`src/dpbd_pkg.sv`:
```
// Shared types, codes and constants of the delta-palette bitstream decoder.
// Used by the front queue, the back decoder, the top level and the checker.
// Depends on nothing.
`timescale 1ns / 1ps

package dpbd_pkg;

	// Field widths fixed by the item formats.
	localparam int unsigned IDX_W    = 8;
	localparam int unsigned RGB_W    = 24;
	localparam int unsigned BYTE_W   = 8;
	localparam int unsigned PBITS_W  = 4;
	localparam int unsigned PCOUNT_W = 21;
	localparam int unsigned TAKEN_W  = 4;
	localparam int unsigned BITCNT_W = 3;

	// Configuration register indexes.
	localparam int unsigned CFG_IDX_W = 2;
	localparam logic [CFG_IDX_W-1:0] CFG_PALETTE_BITS = 2'd0;
	localparam logic [CFG_IDX_W-1:0] CFG_FILL_INDEX   = 2'd1;
	localparam logic [CFG_IDX_W-1:0] CFG_PIXEL_COUNT  = 2'd2;
	localparam int unsigned CFG_DATA_W = PCOUNT_W;

	// Request opcodes.
	localparam logic OP_PALETTE = 1'b0;
	localparam logic OP_DATA    = 1'b1;

	// Reset values of the configuration registers.
	localparam logic [PBITS_W-1:0]  PBITS_RESET  = 4'd8;
	localparam logic [IDX_W-1:0]    FILL_RESET   = 8'd0;
	localparam logic [PCOUNT_W-1:0] PCOUNT_RESET = 21'd1;

	// Widest explicit color code and length of a delta field.
	localparam logic [PBITS_W-1:0] PBITS_MAX = 4'd8;
	localparam logic [TAKEN_W-1:0] DELTA_LEN = 4'd3;
	localparam logic [TAKEN_W-1:0] LOAD_MAX  = 4'd8;
	localparam logic [BITCNT_W-1:0] LAST_BIT = 3'd7;

	// Request queue between front and back.
	localparam int unsigned QUEUE_DEPTH = 2;
	localparam int unsigned QPTR_W      = 1;
	localparam int unsigned QCNT_W      = 2;
	localparam logic [QCNT_W-1:0] QUEUE_FULL = 2'd2;

	typedef enum logic [1:0] {
		PH_FIRST,
		PH_SECOND,
		PH_DELTA,
		PH_LOAD
	} phase_t;

	typedef enum logic [1:0] {
		BK_IDLE,
		BK_FILL,
		BK_BITS,
		BK_END
	} back_state_t;

	typedef struct packed {
		logic              opcode;
		logic [IDX_W-1:0]  palette_index;
		logic [RGB_W-1:0]  palette_rgb;
		logic [BYTE_W-1:0] data_byte;
	} item_t;

	// Head of the request queue as seen by the back part.
	typedef struct packed {
		logic  valid;
		logic  is_data;
		item_t item;
	} head_t;

	typedef struct packed {
		logic [PBITS_W-1:0]  palette_bits;
		logic [IDX_W-1:0]    fill_index;
		logic [PCOUNT_W-1:0] pixel_count;
	} cfg_t;

	// Delta applied by a delta code: -4..-1 for codes 0..3, +1..+4 for codes 4..7.
	function automatic logic [IDX_W-1:0] delta_step(input logic [2:0] sel);
		logic [IDX_W-1:0] step;
		if (sel[2]) begin
			step = {6'd0, sel[1:0]} + 8'd1;
		end else begin
			step = {6'b111111, sel[1:0]};
		end
		return step;
	endfunction

endpackage

```
`src/dpbd_in_if.sv`:
```
// Request channel of the decoder: palette writes and compressed bytes.
// Uses the field widths of dpbd_pkg.
`timescale 1ns / 1ps

interface dpbd_in_if;
	logic                         valid;
	logic                         ready;
	logic                         opcode;
	logic [dpbd_pkg::IDX_W-1:0]   palette_index;
	logic [dpbd_pkg::RGB_W-1:0]   palette_rgb;
	logic [dpbd_pkg::BYTE_W-1:0]  data_byte;

	modport source (output valid, opcode, palette_index, palette_rgb, data_byte, input ready);
	modport sink   (input valid, opcode, palette_index, palette_rgb, data_byte, output ready);
endinterface

```
`src/dpbd_front.sv`:
```
// Front part: accepts requests into a two-entry queue and classifies them.
// Depends on dpbd_pkg and dpbd_in_if.
`timescale 1ns / 1ps

module dpbd_front (
	input  logic            clk,
	input  logic            arst_n,
	dpbd_in_if.sink         cmd,
	input  logic            pop,
	output dpbd_pkg::head_t head
);

	dpbd_pkg::item_t                slot_q [dpbd_pkg::QUEUE_DEPTH];
	logic [dpbd_pkg::QPTR_W-1:0]    wr_ptr_q;
	logic [dpbd_pkg::QPTR_W-1:0]    rd_ptr_q;
	logic [dpbd_pkg::QCNT_W-1:0]    count_q;
	logic                           push;
	dpbd_pkg::item_t                in_item;

	// Accept while the queue has room.
	assign cmd.ready = (count_q != dpbd_pkg::QUEUE_FULL);
	assign push      = cmd.valid && cmd.ready;

	assign in_item.opcode        = cmd.opcode;
	assign in_item.palette_index = cmd.palette_index;
	assign in_item.palette_rgb   = cmd.palette_rgb;
	assign in_item.data_byte     = cmd.data_byte;

	// Queue storage needs no reset.
	always_ff @(posedge clk) begin
		if (push) begin
			slot_q[wr_ptr_q] <= in_item;
		end
	end

	// Pointers and fill level.
	always_ff @(posedge clk or negedge arst_n) begin
		if (!arst_n) begin
			wr_ptr_q <= '0;
			rd_ptr_q <= '0;
			count_q  <= '0;
		end else begin
			if (push) begin
				wr_ptr_q <= wr_ptr_q + 1'b1;
			end
			if (pop) begin
				rd_ptr_q <= rd_ptr_q + 1'b1;
			end
			case ({push, pop})
				2'b10:   count_q <= count_q + 1'b1;
				2'b01:   count_q <= count_q - 1'b1;
				default: count_q <= count_q;
			endcase
		end
	end

	// Present the oldest request and tell data bytes from palette writes.
	always_comb begin
		head.valid   = (count_q != '0);
		head.item    = slot_q[rd_ptr_q];
		head.is_data = (slot_q[rd_ptr_q].opcode == dpbd_pkg::OP_DATA);
	end

endmodule

```
`src/flat_wrapper.sv`:
```
// flat-port wrapper written by rule: the top's interface ports become plain ports
module dpbd_front_flat 
  (clk, arst_n, pop, head, cmd_valid, cmd_opcode, cmd_palette_index, cmd_palette_rgb, cmd_data_byte, cmd_ready);
  dpbd_in_if cmd_i ();
  input  logic clk;
  input  logic arst_n;
  input  logic pop;
  output dpbd_pkg::head_t head;
  input wire logic [$bits(cmd_i.valid)-1:0] cmd_valid;
  input wire logic [$bits(cmd_i.opcode)-1:0] cmd_opcode;
  input wire logic [$bits(cmd_i.palette_index)-1:0] cmd_palette_index;
  input wire logic [$bits(cmd_i.palette_rgb)-1:0] cmd_palette_rgb;
  input wire logic [$bits(cmd_i.data_byte)-1:0] cmd_data_byte;
  output wire logic [$bits(cmd_i.ready)-1:0] cmd_ready;
  assign cmd_i.valid = cmd_valid;
  assign cmd_i.opcode = cmd_opcode;
  assign cmd_i.palette_index = cmd_palette_index;
  assign cmd_i.palette_rgb = cmd_palette_rgb;
  assign cmd_i.data_byte = cmd_data_byte;
  assign cmd_ready = cmd_i.ready;
  dpbd_front u_core (.clk(clk), .arst_n(arst_n), .cmd(cmd_i), .pop(pop), .head(head));
endmodule
```
`config.mk`:
```
export PLATFORM = sky130hd
export DESIGN_NAME = dpbd_front_flat
export DESIGN_NICKNAME = d
export VERILOG_FILES = /design/src/dpbd_pkg.sv /design/src/dpbd_in_if.sv /design/src/dpbd_front.sv /design/src/flat_wrapper.sv
export SDC_FILE = /design/constraint.sdc
export NUM_CORES = 1
export LEC_CHECK = 0
export BUFFER_PORTS_ARGS = -buffer_cell sky130_fd_sc_hd__buf_2
export CAP_MARGIN = 0
export CORE_UTILIZATION = 47
export DETAILED_ROUTE_END_ITERATION = 8
export GPL_TIMING_DRIVEN = 0
export PLACE_DENSITY = 0.83
export RECOVER_POWER = 50
export SLEW_MARGIN = 20
export SYNTH_ARGS = -nofsm -noshare
export SYNTH_HDL_FRONTEND = slang
export SYNTH_SLANG_ARGS = --single-unit
export TNS_END_PERCENT = 100
```
`constraint.sdc`:
```
create_clock -name clk -period 2.84 [get_ports clk]
set_input_delay 0.568 -clock clk [delete_from_list [all_inputs] [get_ports clk]]
set_output_delay 0.568 -clock clk [all_outputs]
set_load 0.02 [all_outputs]
```
After elaboration in Yosys (flattened, before gate mapping) --
Memory sizes are Yosys's and may differ from the RTL's. Index checks and enable logic that the tools add are counted.
Storage, ports and cells: memories kept 1, logic and storage cells 17, register bits after elaboration 4, bits in writable memories 82, output and inout port bits 44
Cells by class: multiplexer cells 3, reduce and logical (&&, ||, !) cells 3, equal/unequal tests 3, add/sub/neg operators 4
Memory list:
- u_core.slot_q | words 2, width 41, read ports 1, clocked after Yosys merged registers in 0, write ports 1, line dpbd_front.sv:13 | dpbd_pkg::item_t slot_q [dpbd_pkg::QUEUE_DEPTH];
Operators by type and width (number):
- $pmux W2 S2 | 1
- $reduce_bool A2 Y1 | 2
- $add A1 B1 Y1 const B | 2
- $add A2 B1 Y2 const B | 1
- $eq A2 B1 Y1 const B | 1
- $eq A2 B2 Y1 const B | 1
- $mux W1 | 2
- $ne A2 B2 Y1 const B | 1
- $sub A2 B1 Y2 const B | 1
- $logic_and A1 B1 Y1 | 1

Depth between registers and ports, before layout --
Gate-level depths: netlist (run 1).
depth in word-level cells 4, depth in mapped cells 6, depth with buffers taken out 6

Least setup slack after synthesis (run 1) --
No wires, ideal clock.
kind flip-flop to flip-flop, start register u_core.count_q[0] in the netlist's numbering, end memory u_core.slot_q[0][0] in the netlist's numbering (enable), path buffers 0, arrival time 2.532 ns, cell stages (with the launch flop) 4, data required time 2.401 ns, setup time 0.439 ns, period minus slack after synthesis 2.972 ns, setup slack -0.132 ns, cell sequence dfrtp_1 nand2b_1 nand2_1 nor2_1
On the way: word-level cells in the longest chain between the ends 4
RTL lines:
- from (decl) | line dpbd_front.sv:16 | logic [dpbd_pkg::QCNT_W-1:0] count_q;
- from (signal assigned) | line dpbd_front.sv:50 | 2'b10: count_q <= count_q + 1'b1;
- from (signal assigned) | line dpbd_front.sv:51 | 2'b01: count_q <= count_q - 1'b1;
- from (signal assigned) | line dpbd_front.sv:52 | default: count_q <= count_q;
- $ne A2 B2 Y1 | line dpbd_front.sv:21 | assign cmd.ready = (count_q != dpbd_pkg::QUEUE_FULL);
- via cmd_ready | line flat_wrapper.sv:14 | output wire logic [$bits(cmd_i.ready)-1:0] cmd_ready;
- $logic_and A1 B1 Y1 | line dpbd_front.sv:22 | assign push = cmd.valid && cmd.ready;
- $mux W1 | line dpbd_front.sv:31 | if (push) begin
- $mux W1 (implied by the code) | line dpbd_front.sv:32 | slot_q[wr_ptr_q] <= in_item;
- to (decl) | line dpbd_front.sv:13
The timed path passes the listed nets, and every way through them passes these cells.

==> results of run 1 <==
[cells in the final DEF (no fill, tap or decap), types with 2 or more instances in the layout]
cell type,count
mux2_2,2
xnor2_1,3
clkbuf_1,15
dfrtp_1,4
clkbuf_8,9
bufinv_16,2
buf_16,2
buf_12,4
mux2_4,39
xor2_1,2
edfxtp_1,82
clkinvlp_4,2
buf_2,73
[layer usage]
metal  track usage  vias up  wire, um
li1              -      767         -
met5             0        -         0
met3        0.0390       10       304
met1         0.185      787      2290
met2         0.240       70      2510
met4        0.0727        0        91
[cells in the mapped netlist, drive strengths merged]
cell type	n	area, um2
dfrtp	4	100
xnor2	3	26.3
and3	1	6.26
nor2	2	7.51
nand2	1	3.75
ha	1	12.5
buf	6	98.9
xor2	2	17.5
nand2b	1	6.26
or2	1	6.26
mux2	41	608
edfxtp	82	2460
[cells by family after synthesis]
family / synth area share
buf+inv: 0.0295
flops: 0.764
fa+ha+maj: 0.00373
mux: 0.181
xor+xnor: 0.0131
simple gates: 0.00895
[area by class of cell]
cell class              count  area (um2)
plain buffers               6        98.8
clock buffers               9         124
clock inverters             7        97.6
fillers                   543        2650
multi-input cells          53         702
flip-flops and latches     86        2560
well taps                  96         120
repair buffers             90         477
[sequential cells by signal (all words and copies together) (netlist names)]
signal,count
u_core.wr_ptr_q,1
u_core.count_q,2
u_core.slot_q,82
u_core.rd_ptr_q,1
[power groups by stage]
stage / clock network, W / registers, W / logic, W
6_report: 0.000924 / 0.00182 / 0.00179
5_1_grt: 0.000991 / 0.00185 / 0.00190
4_1_cts: 0.000942 / 0.00183 / 0.00183
3_5_place_dp: 0 / 0.00186 / 0.00182
3_3_place_gp: 0 / 0.00185 / 0.00173
2_1_floorplan: 0 / 0.00183 / 0.00133
[how the worst max path moves through the flow]
stage | end | cells past startpoint | startpoint
2_1_floorplan | u_core.slot_q[0][0] | 3 | u_core.count_q[0]
3_3_place_gp | u_core.slot_q[0][25] | 3 | cmd_valid
3_5_place_dp | u_core.slot_q[0][25] | 4 | cmd_valid
4_1_cts | head[41] | 5 | u_core.rd_ptr_q
5_1_grt | head[41] | 5 | u_core.rd_ptr_q
6_report | head[41] | 5 | u_core.rd_ptr_q
[per-stage QoR]
step | utilization | cells | hold slack [ns] | area, um2
floorplan | - | 145 | 0.272 | 3360
global placement | 0.574 | 329 | 0.376 | 3920
detailed placement | 0.583 | 331 | 0.385 | 3980
CTS | 0.615 | 347 | 0.00972 | 4200
global route | 0.612 | 347 | 0.0695 | 4180
finish | 0.612 | 347 | 0.0512 | 4180
==> results.json, run 1 <==
{
  "status": "finished clean",
  "p_leak_nw": 1.66,
  "cp_top_family": "buffers and inverters",
  "hp-class": "input port to asynchronous set/reset pin",
  "cp.required_ns": 2.27,
  "slew_violations": 0,
  "clk_path_buf_depth": 2,
  "core_area_mm2": 0.00683,
  "grt_pass1_wl_um": 7870,
  "hpwl_um": 3580,
  "final_hold_viol_count": 0,
  "slowest_stage": "dfrtp_1",
  "syn_area_mm2": 0.00336,
  "max_slew_margin": 0.293,
  "p_switching_w": 0.00145,
  "drt_iter0_drc": 36,
  "r2r_end": "u_core.slot_q[1][24]",
  "clockRootBuffer": "clkbuf_8",
  "finalCritPeriodShare": 0.762,
  "cp.arrival_ns": 1.60,
  "post_cts_buffers": 0,
  "rr_startpoint": "u_core.count_q[0]",
  "fin_crit_ns": 2.16,
  "ys_seq_area_frac": 0.764,
  "cts_tree": "yes",
  "rsz0062_at_grt": "false",
  "top_level_ports": 89,
  "crit_path_max_incr_delay_ns": 0.38,
  "post-route-drc-count": 0,
  "nets": 292,
  "row_count": 30,
  "die_h_um": 86.5,
  "io_buffers": 88,
  "clkTransAtPathRegs_ns": 0.08,
  "worst_skew_pair.late_latency_ns": 0.35,
  "grt_pass1_vias": 1672,
  "numCtsBuffers": 9,
  "wl_per_cell_um": 15.0,
  "finalClockSkew_ns": 0.0175,
  "cp_max_fo": 10,
  "start_util": 0.491,
  "cts_hold_buf": 0,
  "p_sw_frac": 0.319,
  "drt-pass1-iter-count": 4,
  "cts.sinks": 86,
  "crit_buf_inv": 4,
  "grt_max_degree": 23,
  "fmax_ghz": 0.462,
  "r2r_cells": 3,
  "ys_types": 15,
  "p_total_w": 0.00454,
  "pwr-share-comb": 0.395,
  "synth_seq_cells": 86,
  "finalSetupViolations": 0,
  "n_antenna_cell": 0,
  "synth_area_per_cell_um2": 23.1,
  "r2r_slack_ns": 0.83,
  "cts_resized": 0,
  "fin_ws_ns": 0.675,
  "ys_warn_count": 0,
  "syn-num-nets": 191,
  "syn_to_final_growth_pct": 24.6,
  "grt_overflow": 0,
  "synth_cells": 145,
  "vias_per_cell": 4.71,
  "gp_congestion": 0.641,
  "fp.dieArea_mm2": 0.00748,
  "tns_ns": 0,
  "grt_usage": 0.148,
  "postRouteAntennaNets": 0,
  "seq_power_share": 0.402,
  "critPathLaunchType": "register",
  "pwr_density_cell_mw_per_mm2": 1090,
  "worstMarginPinSlew_ns": 1.06,
  "drv_cap": 0,
  "p_int_w": 0.00309,
  "antenna_found_initial": 0,
  "vdd_drop_max_mv": 0.828,
  "htreeDepth": 3,
  "die_w_um": 86.5,
  "pre_cts_slack_ns": 0.919,
  "path_cells": "buf_6 -> buf_12 -> mux2_4 -> buf_4 -> buf_2",
  "totalWireLength_um": 5200,
  "endpoint_kind": "output port",
  "p_clk_frac": 0.204,
  "num_vias": 1634,
  "drive_gt1_frac": 0.558,
  "path_class": "register to output port"
}
No activity file was read; power rests on OpenSTA's default activity.
==> run 2, diff against run 1 <==
- CORE_UTILIZATION: 47 -> 52
- PLACE_DENSITY: 0.83 -> 0.87
- clock period: 2.84 -> 2.2 ns (I/O delays scaled with it)
==> results.json, run 2 (synthesis results as in run 1) <==
{
  "status": "finished clean",
  "worst_skew_pair.late_latency_ns": 0.34,
  "final_area_mm2": 0.00415,
  "die_h_um": 82.3,
  "nets": 293,
  "finalSetupViolations": 0,
  "hpwl_um": 3520,
  "path_class": "register to output port",
  "clockRootBuffer": "clkbuf_8",
  "grt_pass1_vias": 1604,
  "totalWireLength_um": 5100,
  "cp_max_fo": 10,
  "met3_usage": 0.0538,
  "gp_congestion": 0.728,
  "grt_pass1_wl_um": 7570,
  "antenna_found_initial": 0,
  "num_vias": 1628,
  "drv_cap": 0,
  "core_area_mm2": 0.00606,
  "pwr_density_cell_mw_per_mm2": 1400,
  "row_count": 28,
  "post_cts_buffers": 0,
  "drt_iter0_drc": 140,
  "cp.required_ns": 1.76,
  "dpl_cell_area_mm2": 0.00395,
  "worstMarginPinSlew_ns": 1.06,
  "grt_overflow": 0,
  "mostFrequentLayoutCell": "edfxtp_1",
  "critPathLaunchType": "register",
  "p_leak_nw": 1.64,
  "htreeDepth": 3,
  "largest_reg_flops": 82,
  "slew_violations": 0,
  "vias_per_cell": 4.98,
  "clk_path_buf_depth": 2,
  "fp.dieArea_mm2": 0.00678,
  "n_antenna_cell": 0,
  "io_buffers": 88,
  "clkTransAtPathRegs_ns": 0.08,
  "postRouteAntennaNets": 0,
  "syn_to_final_growth_pct": 23.6,
  "fillerInstances": 415,
  "pre_cts_slack_ns": 0.379,
  "top_usage_layer": "met2",
  "rsz0062_at_grt": "false",
  "endpoint_kind": "output port",
  "reg_top3": "u_core.slot_q: 82 flops, u_core.count_q: 2 flops",
  "grt_max_degree": 22,
  "cts.sinks": 86,
  "whs_ns": 0.281,
  "finalClockSkew_ns": 0.00838,
  "grt_usage": 0.162,
  "die_w_um": 82.3,
  "layout_common_cells": "82 x edfxtp_1, 66 x buf_2, 39 x mux2_4",
  "vdd_drop_max_mv": 0.903,
  "max_slew_margin": 0.293,
  "post-route-drc-count": 0,
  "top_level_ports": 89,
  "top_register": "u_core.slot_q",
  "start_util": 0.554,
  "drt-pass1-iter-count": 4,
  "grtUsageMet1": 0.198,
  "fin_ws_ns": 0.162,
  "hp-class": "input port to register",
  "cp.arrival_ns": 1.60,
  "numCtsBuffers": 9,
  "wl_per_cell_um": 15.6,
  "cts_tree": "yes",
  "fmax_ghz": 0.491,
  "fin_crit_ns": 2.04,
  "tns_ns": 0,
  "finalCritPeriodShare": 0.926,
  "grtUsageMet2": 0.255,
  "drive_gt1_frac": 0.520,
  "final_hold_viol_count": 0
}
run 2: cell count changes in the layout (fill, tap and decap cells not counted):
cell           previous run  this run
clkinv_1                  0         2
buf_2                    73        66
inv_6                     1         0
dlygate4sd3_1             0         1
clkinvlp_4                2         1
clkbuf_1                 15        22
run 2: final cells by class:
class | count | area, um2 | area share
Timing Repair Buffer | 91 | 478 | 0.115
Clock inverter | 7 | 88.8 | 0.0214
Buffer | 6 | 98.8 | 0.0238
Multi-Input combinational cell | 53 | 702 | 0.169
Sequential cell | 86 | 2560 | 0.618
Tap cell | 75 | 93.8 | 0.0226
Clock buffer | 9 | 124 | 0.0299
run 2: power breakdown:
| part | switching, W | leakage (nW) | internal, W |
|---|---|---|---|
| combinational | 0.00120 | 0.729 | 0.00111 |
| clock | 0.000519 | 0.104 | 0.000631 |
| sequential | 0.000113 | 0.808 | 0.00224 |
| total | 0.00183 | 1.64 | 0.00398 |
run 2: stage by stage:
step           cells  utilization  power (W)
2_1_floorplan    145            -    0.00409
3_3_place_gp     308        0.643    0.00461
3_5_place_dp     310        0.652    0.00473
4_1_cts          327        0.689    0.00589
5_1_grt          327        0.684    0.00610
6_report         327        0.684    0.00581
run 2: final timing paths:
check | from | end | slack (ns) | depth (start not counted)
worst max-delay path | u_core.rd_ptr_q | head[41] | 0.16 | 5
worst min-delay path | cmd_palette_rgb[23] | u_core.slot_q[1][31] | 0.28 | 1
worst max register to register | u_core.count_q[0] | u_core.slot_q[1][19] | 0.20 | 3
worst min register to register | u_core.count_q[1] | u_core.count_q[1] | 0.52 | 1
max in group asynchronous | arst_n | u_core.count_q[0] | 1.56 | 2
min in group asynchronous | arst_n | u_core.wr_ptr_q | 0.46 | 2
run 2: per-layer routing:
layer	up-vias	part of all wire
met5	-	0
met4	0	0.0078
met3	5	0.10
met2	89	0.48
met1	771	0.42
li1	763	-
run 2: worst max-delay path: stages (launching register included):
cell,delay (ns)
dfrtp_1,0.38
buf_6,0.15
buf_12,0.15
mux2_4,0.30
buf_4,0.13
buf_2,0.14
run 2: what timing repair did:
action / in CTS / in global routing
resized for setup: 0 / 0
endpoints found under the hold margin: 4 / 0
hold buffers: 1 / 0
==> run 3, diff against run 2 <==
- CTS_BUF_LIST: unset -> sky130_fd_sc_hd__clkbuf_16
==> results.json, run 3 (synthesis results as in run 1) <==
{
  "status": "finished clean",
  "p_leak_nw": 1.69,
  "clkTransAtPathRegs_ns": 0.06,
  "whs_ns": 0.302,
  "vdd_drop_max_mv": 0.845,
  "mostFrequentLayoutCell": "edfxtp_1",
  "gp_congestion": 0.728,
  "drt-pass1-iter-count": 4,
  "postRouteAntennaNets": 0,
  "top_level_ports": 89,
  "post-route-drc-count": 0,
  "grt_pass1_wl_um": 7640,
  "cp_max_fo": 10,
  "num_vias": 1605,
  "grt_usage": 0.162,
  "start_util": 0.554,
  "clk_path_buf_depth": 2,
  "n_antenna_cell": 0,
  "fin_crit_ns": 2.01,
  "hold_depth": 1,
  "r2r_cells": 3,
  "min_to": "u_core.slot_q[1][31]",
  "fmax_ghz": 0.498,
  "r2r_end": "u_core.slot_q[1][19]",
  "fin_util": 0.701,
  "nets": 293,
  "fin_ws_ns": 0.191,
  "drv_cap": 0,
  "cts.sinks": 86,
  "numCtsBuffers": 9,
  "post_cts_buffers": 0,
  "htreeDepth": 3,
  "rr_startpoint": "u_core.count_q[0]",
  "grt_max_degree": 22,
  "slew_violations": 0,
  "hpwl_um": 3520,
  "max_slew_margin": 0.299,
  "totalWireLength_um": 5100,
  "drive_gt1_frac": 0.520,
  "vias_per_cell": 4.91,
  "worst_skew_pair.late_latency_ns": 0.32,
  "layout_common_cells": "82 x edfxtp_1, 66 x buf_2, 39 x mux2_4",
  "hp-class": "input port to register",
  "finalSetupViolations": 0,
  "fillerInstances": 403,
  "cp.arrival_ns": 1.57,
  "endpoint_kind": "output port",
  "tns_ns": 0,
  "grt_overflow": 0,
  "drt_iter0_drc": 129,
  "cts_tree": "yes",
  "finalClockSkew_ns": 0.00484,
  "worstHoldStart": "cmd_palette_rgb[23]",
  "grt_pass1_vias": 1606,
  "die_h_um": 82.3,
  "clockRootBuffer": "clkbuf_16",
  "r2r_slack_ns": 0.22,
  "cts_hold_buf": 1,
  "pre_cts_slack_ns": 0.379,
  "antenna_found_initial": 0,
  "cts_resized": 0,
  "pwr_density_cell_mw_per_mm2": 1460,
  "final_hold_viol_count": 0,
  "finalCritPeriodShare": 0.913,
  "core_area_mm2": 0.00606,
  "worstMarginPinSlew_ns": 1.05,
  "reg_top3": "u_core.slot_q: 82 flops, u_core.count_q: 2 flops",
  "rsz0062_at_grt": "false",
  "row_count": 28,
  "io_buffers": 88,
  "syn_to_final_growth_pct": 26.6,
  "largest_reg_flops": 82,
  "path_class": "register to output port",
  "die_w_um": 82.3,
  "fp.dieArea_mm2": 0.00678,
  "wl_per_cell_um": 15.6,
  "cp.required_ns": 1.76,
  "critPathLaunchType": "register",
  "p_total_w": 0.00622,
  "top_register": "u_core.slot_q"
}
==> run 3: cell counts in the layout (fill, tap and decap cells not counted) <==
No cell type changed its count.
==> run 3: worst max-delay path, cell delays in order (launching register included) <==
cell	delay (ns)
dfrtp_1	0.37
buf_6	0.15
buf_12	0.15
mux2_4	0.30
buf_4	0.13
buf_2	0.14
==> run 3: report_power, final <==
part	total, W	switching (W)	leakage [nW]	internal [W]
Sequential	0.00236	0.000112	0.808	0.00225
Clock	0.00155	0.000569	0.150	0.000985
Combinational	0.00231	0.00120	0.729	0.00111
Total	0.00622	0.00188	1.69	0.00434
==> run 3: how the worst max path moves through the flow <==
stage	startpoint	endpoint	slack (ns)	cells past startpoint
6_report	u_core.rd_ptr_q	head[41]	0.19	5
5_1_grt	u_core.count_q[0]	u_core.slot_q[1][10]	0.08	3
4_1_cts	u_core.rd_ptr_q	head[41]	0.17	5
3_5_place_dp	u_core.count_q[0]	u_core.slot_q[0][22]	0.38	4
3_3_place_gp	u_core.count_q[0]	u_core.slot_q[1][33]	-0.24	2
2_1_floorplan	u_core.count_q[0]	u_core.slot_q[1][0]	0.07	2
==> run 3: metrics by stage <==
step                      cell area [um2]  cells
after global routing                 4250    327
after floorplan                      3360    145
final                                4250    327
after detailed placement             3950    310
after global placement               3900    308
after CTS                            4280    327
==> run 3: metal layers <==
metal	global-route usage	wire length (um)	vias up
li1	-	-	767
met1	0.200	2190	759
met2	0.258	2430	74
met3	0.0571	422	5
met4	0.0737	49	0
met5	0	0	-
==> run 3: cell type report <==
class,count,area [um2],share of cell area
sequential,86,2560,0.603
multi-input combinational,53,702,0.165
timing repair buffer,91,478,0.112
clock buffer,9,225,0.0530
buffer,6,98.8,0.0233
tap,75,93.8,0.0221
clock inverter,7,88.8,0.0209
